### src/hdl/wss_pkg.sv
// Package for the window sample statistics block: sizes, field types and
// the controller state type. No dependencies; every other file uses it.
`timescale 1ns / 1ps

package wss_pkg;

  // Storage geometry.
  localparam int WINDOW_DEPTH = 64;
  localparam int CHANNELS     = 8;

  // Fixed field widths of the item and result payloads.
  localparam int SMP_W  = 16;
  localparam int CHAN_W = 3;
  localparam int CNT_W  = 7;

  // Widths that follow from the geometry.
  localparam int POS_W    = (WINDOW_DEPTH > 1) ? $clog2(WINDOW_DEPTH) : 1;
  localparam int LEN_W    = $clog2(WINDOW_DEPTH + 1);
  localparam int CHIDX_W  = (CHANNELS > 1) ? $clog2(CHANNELS) : 1;
  localparam int RAM_DEPTH = CHANNELS * WINDOW_DEPTH;
  localparam int ADDR_W   = $clog2(RAM_DEPTH);
  localparam int DIV_STEPS = SMP_W;
  localparam int STEP_W   = $clog2(DIV_STEPS + 1);

  typedef logic [SMP_W-1:0]   smp_t;
  typedef logic [CHAN_W-1:0]  chan_t;
  typedef logic [CNT_W-1:0]   cnt_t;
  typedef logic [POS_W-1:0]   pos_t;
  typedef logic [LEN_W-1:0]   len_t;
  typedef logic [CHIDX_W-1:0] chidx_t;
  typedef logic [ADDR_W-1:0]  addr_t;
  typedef logic [STEP_W-1:0]  step_t;

  // Window length after reset.
  localparam cnt_t LEN_RESET = cnt_t'(64);

  // Item kinds.
  localparam logic KIND_ADD   = 1'b0;
  localparam logic KIND_CLEAR = 1'b1;

  typedef enum logic [2:0] {
    S_IDLE,
    S_UPDATE,
    S_SCAN,
    S_DIV,
    S_EMIT
  } state_e;

endpackage

### src/hdl/wss_divider.sv
// Restoring divider, one quotient bit per cycle, for the window average.
// Depends on wss_pkg.
`timescale 1ns / 1ps

module wss_divider (
  input  logic           clk_i,
  input  logic           rst_ni,
  input  logic           start_i,
  input  wss_pkg::smp_t  dividend_i,
  input  wss_pkg::len_t  divisor_i,
  output logic           done_o,
  output wss_pkg::smp_t  quotient_o
);

  logic                       busy_q, busy_d;
  logic                       done_q, done_d;
  wss_pkg::step_t             step_q, step_d;
  wss_pkg::smp_t              quo_q, quo_d;
  wss_pkg::len_t              rem_q, rem_d;
  wss_pkg::len_t              dvs_q, dvs_d;
  logic [wss_pkg::LEN_W:0]    trial;
  logic [wss_pkg::LEN_W:0]    diff;

  always_comb begin
    busy_d = busy_q;
    done_d = 1'b0;
    step_d = step_q;
    quo_d  = quo_q;
    rem_d  = rem_q;
    dvs_d  = dvs_q;
    trial  = {rem_q, quo_q[wss_pkg::SMP_W-1]};
    diff   = trial - {1'b0, dvs_q};
    if (start_i) begin
      busy_d = 1'b1;
      step_d = wss_pkg::step_t'(wss_pkg::DIV_STEPS);
      quo_d  = dividend_i;
      rem_d  = '0;
      dvs_d  = divisor_i;
    end else if (busy_q) begin
      // The partial remainder stays below the divisor, so it fits LEN_W bits.
      if (trial >= {1'b0, dvs_q}) begin
        rem_d = diff[wss_pkg::LEN_W-1:0];
        quo_d = {quo_q[wss_pkg::SMP_W-2:0], 1'b1};
      end else begin
        rem_d = trial[wss_pkg::LEN_W-1:0];
        quo_d = {quo_q[wss_pkg::SMP_W-2:0], 1'b0};
      end
      step_d = step_q - wss_pkg::step_t'(1);
      if (step_q == wss_pkg::step_t'(1)) begin
        busy_d = 1'b0;
        done_d = 1'b1;
      end
    end
  end

  always_ff @(posedge clk_i or negedge rst_ni) begin
    if (!rst_ni) begin
      busy_q <= 1'b0;
      done_q <= 1'b0;
    end else begin
      busy_q <= busy_d;
      done_q <= done_d;
    end
  end

  always_ff @(posedge clk_i) begin
    step_q <= step_d;
    quo_q  <= quo_d;
    rem_q  <= rem_d;
    dvs_q  <= dvs_d;
  end

  assign done_o     = done_q;
  assign quotient_o = quo_q;

endmodule

### config.mk
export PLATFORM = sky130hd
export DESIGN_NAME = wss_divider
export DESIGN_NICKNAME = d
export VERILOG_FILES = /design/src/hdl/wss_pkg.sv /design/src/hdl/wss_divider.sv
export SDC_FILE = /design/constraint.sdc
export NUM_CORES = 1
export LEC_CHECK = 0
export ABC_CLOCK_PERIOD_IN_PS = 1900
export BUFFER_PORTS_ARGS = -buffer_cell sky130_fd_sc_hd__buf_2
export CORE_ASPECT_RATIO = 0.7
export CORE_MARGIN = 5
export CORE_UTILIZATION = 48
export CTS_CLUSTER_SIZE = 40
export DETAILED_ROUTE_END_ITERATION = 12
export PLACE_DENSITY_LB_ADDON = 0.25
export RECOVER_POWER = 50
export SYNTH_ARGS = -nofsm -noshare
export SYNTH_HDL_FRONTEND = slang
export SYNTH_SLANG_ARGS = --single-unit
export TNS_END_PERCENT = 10
### constraint.sdc
create_clock -name clk_i -period 1.9 [get_ports clk_i]
set_input_delay 0.38 -clock clk_i [delete_from_list [all_inputs] [get_ports clk_i]]
set_output_delay 0.38 -clock clk_i [all_outputs]
set_load 0.01 [all_outputs]
# --- Yosys cells after proc, flatten, opt, wreduce, memory -nomap -nowiden ---
# Index checks and enable logic that the tools add are counted.
totals:
  regBits: 37
  inputBits: 26
  elab_cells: 21
op_classes:
  n_addsub: 2
  order_cmp: 1
  n_eq_ne: 1
  n_mux: 10
  reduce_logical: 1
ops:
  columns: ["operator", "n"]
  rows:
  - ["$mux W16", 2]
  - ["$ge A8 B7 Y1", 1]
  - ["$mux W1", 7]
  - ["$mux W7", 1]
  - ["$sub A7 B7 Y7", 1]
  - ["$eq A5 B1 Y1 const B", 1]
  - ["$sub A5 B1 Y5 const B", 1]
  - ["$reduce_bool A2 Y1", 1]

# --- Logic depth before layout (Yosys ltp) ---
depth:
  depth_word: 4
  ltp_mapped: 9
  ltp_nobuf: 8

# --- Least setup slack after synthesis ---
# OpenSTA, ideal clock, no wires.
synth_timing:
  kind: "register to register"
  from: "reg quo_q[15], in the netlist quotient_o[15]"
  to: "reg rem_q[1]"
  arrival_ps: 2024
  required_ps: 1794
  setup_slack_ps: -230
  path_stages_with_launch: 9
  cell_sequence: "edfxtp_1 -> inv_1 -> ha_1 -> fa_1 -> nand2b_1 -> a211oi_2 -> nor3_2 -> or4b_1 -> o311ai_0"
synth_via:
  elab_chain_cells: 2
  word_cells_on_any_way: 3
  cone_classes: "1 x add/sub; 1 x order compare; 1 x mux"
synth_lines:
  columns: ["element", "line", "text"]
  rows:
  - ["start, declared", "wss_divider.sv:18", "wss_pkg::smp_t quo_q, quo_d;"]
  - ["start signal, assigned", "wss_divider.sv:68", "quo_q <= quo_d;"]
  - ["$sub A7 B7 Y7 / $ge A8 B7 Y1 (equally long branches)", "wss_divider.sv:32, wss_divider.sv:41", null]
  - ["$mux W7 *", "wss_divider.sv:41", "if (trial >= {1'b0, dvs_q}) begin"]
  - ["end signal, assigned", "wss_divider.sv:69", "rem_q <= rem_d;"]
  - ["end, declared", "wss_divider.sv:19", "wss_pkg::len_t rem_q, rem_d;"]
# Every way passes the cells marked *; elsewhere a longest branch is shown, timed or not.
# A chain may end at the register's enable or synchronous reset.

# --- Worst setup path after layout ---
# Same ends and word-level chain as after synthesis.

==> results_dict.tcl <==
set metrics [dict create \
    port_buffers 42 \
    cts_root_buf "clkbuf_8" \
    synth_area_mm2 0.00193 \
    min_to "dvs_q[2]" \
    dp_hpwl_mm 2.97 \
    cp_top_family "simple AND/OR/NAND/NOR gates" \
    holdPathStages 1 \
    synth_warnings 0 \
    ir_drop_v 0.000686 \
    cts_tree "yes" \
    r2r-start "quotient_o[15]" \
    synth_enable_flop_cells 23 \
    cts_buffer_depth 2 \
    crit_fanout 8 \
    crit_type "register to register" \
    n_fill_cell 320 \
    violations "negative setup slack" \
    vias 1402 \
    fin_hold_ws_ns 0.272 \
    first_iter_violations 94 \
    cts_max_level 2 \
    async_flop_share 0.0541 \
    area_delta_synth_final_pct 26.8 \
    min-delay-start "divisor_i[2]" \
    firstDrtPassIters 5 \
    slowest_stage "or4b_1" \
    yosysUniqueCellTypes 41 \
    cp.required_ns 2.10 \
    die_w_um 85.8 \
    rrSetupSlack_ns -0.19 \
    drive_gt1_frac 0.418 \
    hold_viol_final 0 \
    avgSynthCellArea_um2 12.1 \
    setup_ws_ns -0.191 \
    crit_arrival_ns 2.29 \
    grt_overflow_total 0 \
    final_area_mm2 0.00245 \
    start_util 0.495 \
    critical_path.cell_chain "inv_1, ha_2, fa_2, nand2b_4, a211oi_4, nor3_4, or4b_1, o311ai_1" \
    place.gp.congestion 0.863 \
    core-area_mm2 0.00390 \
    r2r_cells 8 \
    synthFlopType "edfxtp_1" \
    globalRouteTotalUtil 0.149 \
    insertion_delay_ns 0.29 \
    cp-start-kind "register" \
    dieArea_mm2 0.00541 \
    numCtsBuffers 5 \
    clkTransAtPathRegs_ns 0.07 \
    grt_pass1_vias 1321 \
    yosysSeqAreaShare 0.508 \
    syn-instance-count 160 \
    grt_pass1_wl_mm 6.31 \
    maxCapViolations 0 \
    status "finished with violations" \
    grt_max_degree 17 \
    utilization 0.627 \
    ant_nets 0 \
    cts_sinks 37 \
    relSlewSlack 0.747 \
    ys_seq_elements 37 \
    cpPeakStageDelay_ns 0.47 \
    dp_cells 265 \
    min_path_type "input port to register" \
    placed_area_mm2 0.00228 \
    p_leak_nw 1.07 \
    nNetsFinal 260 \
    syn_nets 196 \
    r2r-end "rem_q[1]" \
    die_height_um 63.0 \
    wl_per_cell_um 13.7 \
    period_needed_ns 2.09 \
    diodes 0 \
    power.total_mw 2.81 \
    end_kind "register" \
    p_per_area_mw_per_mm2 1150 \
    tightest_slew_ns 0.380 \
    final_max_slew_viol_count 0 \
    instances_no_fill 277 \
    period_share 1.10 \
    antenna_found_initial 0 \
    fin_skew_ns 0.00834 \
    fmax_mhz 478 \
    drcViolationCount 0 \
    row_count 19 \
    ioPinCount 43 \
    worst-path-buf-inv 1 \
    viasPerCell 5.06 \
    setup_violations 7 \
    grt_setup_unrepaired "yes" \
    wl_mm 3.81 \
]
## final cells by class
class / instances / area [µm²] / area share
well taps: 52 / 65.1 / 0.0266
inverters: 13 / 48.8 / 0.0199
clock buffers: 5 / 68.8 / 0.0281
flip-flops and latches: 37 / 981 / 0.401
clock inverters: 3 / 41.3 / 0.0169
repair buffers: 64 / 368 / 0.150
multi-input cells: 103 / 873 / 0.357
## metal layers
metal	GRT usage	up-vias	wire length (µm)
li1	-	707	-
met1	0.190	652	1710
met2	0.243	39	1840
met3	0.0461	4	244
met4	0.0415	0	14
met5	0	-	0
## worst register-to-register path, stage by stage (launching register included)
cell      delay (ns)
edfxtp_1        0.35
inv_1           0.05
ha_2            0.18
fa_2            0.34
nand2b_4        0.17
a211oi_4        0.25
nor3_4          0.11
or4b_1          0.47
o311ai_1        0.09
## stage by stage
stage / setup slack [ns] / TNS (ns)
after global placement: -0.177 / -1.17
after floorplan: -0.148 / -0.498
after global routing: -0.290 / -1.66
final: -0.191 / -0.773
after CTS: -0.199 / -0.815
after detailed placement: -0.279 / -2.02
## cells in the mapped netlist (3+ instances only)
library cell  instances  area (µm²)
nand2_1               6        22.5
nor2_1               16        60.1
mux2i_1               5        50.1
ha_1                  9         113
clkbuf_8              3        41.3
dfxtp_1              12         240
nand2b_1              4        25.0
a211oi_1              5        37.5
nor3_1                3        15.0
a21oi_1               4        20.0
xor2_1                3        26.3
inv_1                13        48.8
mux2_2               15         169
xnor2_1               4        35.0
edfxtp_1             23         691
## report_power, final
group | total (mW) | switching [mW] | leakage, nW | internal (mW)
clock network | 0.660 | 0.274 | 0.0518 | 0.386
registers | 1.15 | 0.114 | 0.361 | 1.03
logic | 1.00 | 0.483 | 0.652 | 0.518
total | 2.81 | 0.871 | 1.07 | 1.94
## layout by cell type (no fill, tap or decap), drive strengths merged, types with 2 or more instances in the layout
cell | Yosys | final
nand4b | 2 | 2
dfxtp | 12 | 12
mux2 | 15 | 15
inv | 13 | 13
a311oi | 2 | 2
nor2 | 17 | 17
or4b | 3 | 3
nor3 | 4 | 4
clkbuf | 5 | 9
buf | 2 | 59
mux2i | 5 | 5
edfxtp | 23 | 23
xnor2 | 4 | 4
xor2 | 3 | 3
dfrtp | 2 | 2
ha | 9 | 9
o21ai | 2 | 2
o311ai | 2 | 2
nand2 | 6 | 6
nand3 | 2 | 2
nand2b | 4 | 4
a211oi | 7 | 7
a21oi | 4 | 4
a31o | 2 | 2
## worst max path at each step
stage | startpoint | slack (ns) | cells past startpoint | to
6_report | quotient_o[15] | -0.19 | 8 | rem_q[1]
5_1_grt | quotient_o[15] | -0.29 | 8 | rem_q[1]
4_1_cts | quotient_o[15] | -0.20 | 8 | rem_q[1]
3_5_place_dp | quotient_o[15] | -0.28 | 8 | rem_q[1]
3_3_place_gp | quotient_o[15] | -0.18 | 8 | rem_q[1]
2_1_floorplan | quotient_o[15] | -0.15 | 8 | rem_q[1]
## registers in the layout, summed over array words and instances, names as in the netlist
signal and count:
dvs_q 7, done_o 1, step_q 5, rem_q 7
quotient_o 16, busy_q 1
## repair_timing
item                                    CTS  global route
endpoints found under the hold margin     2             0
gates resized for setup                   5             3
buffers inserted                          3             0
pin swaps                                 4             1
hold buffers                              1             0
endpoints found under the setup margin    8             8
## cell families (layout without fill, tap and decap cells)
group / count (synthesis) / count (layout) / synth area share
fa+ha+maj: 10 / 10 / 0.0687
xor+xnor: 7 / 7 / 0.0318
compound gates: 21 / 21 / 0.0856
simple gates: 45 / 45 / 0.130
mux: 20 / 20 / 0.113
buf+inv: 20 / 85 / 0.0623
flops: 37 / 37 / 0.508
(Power assumes the default switching activity.)
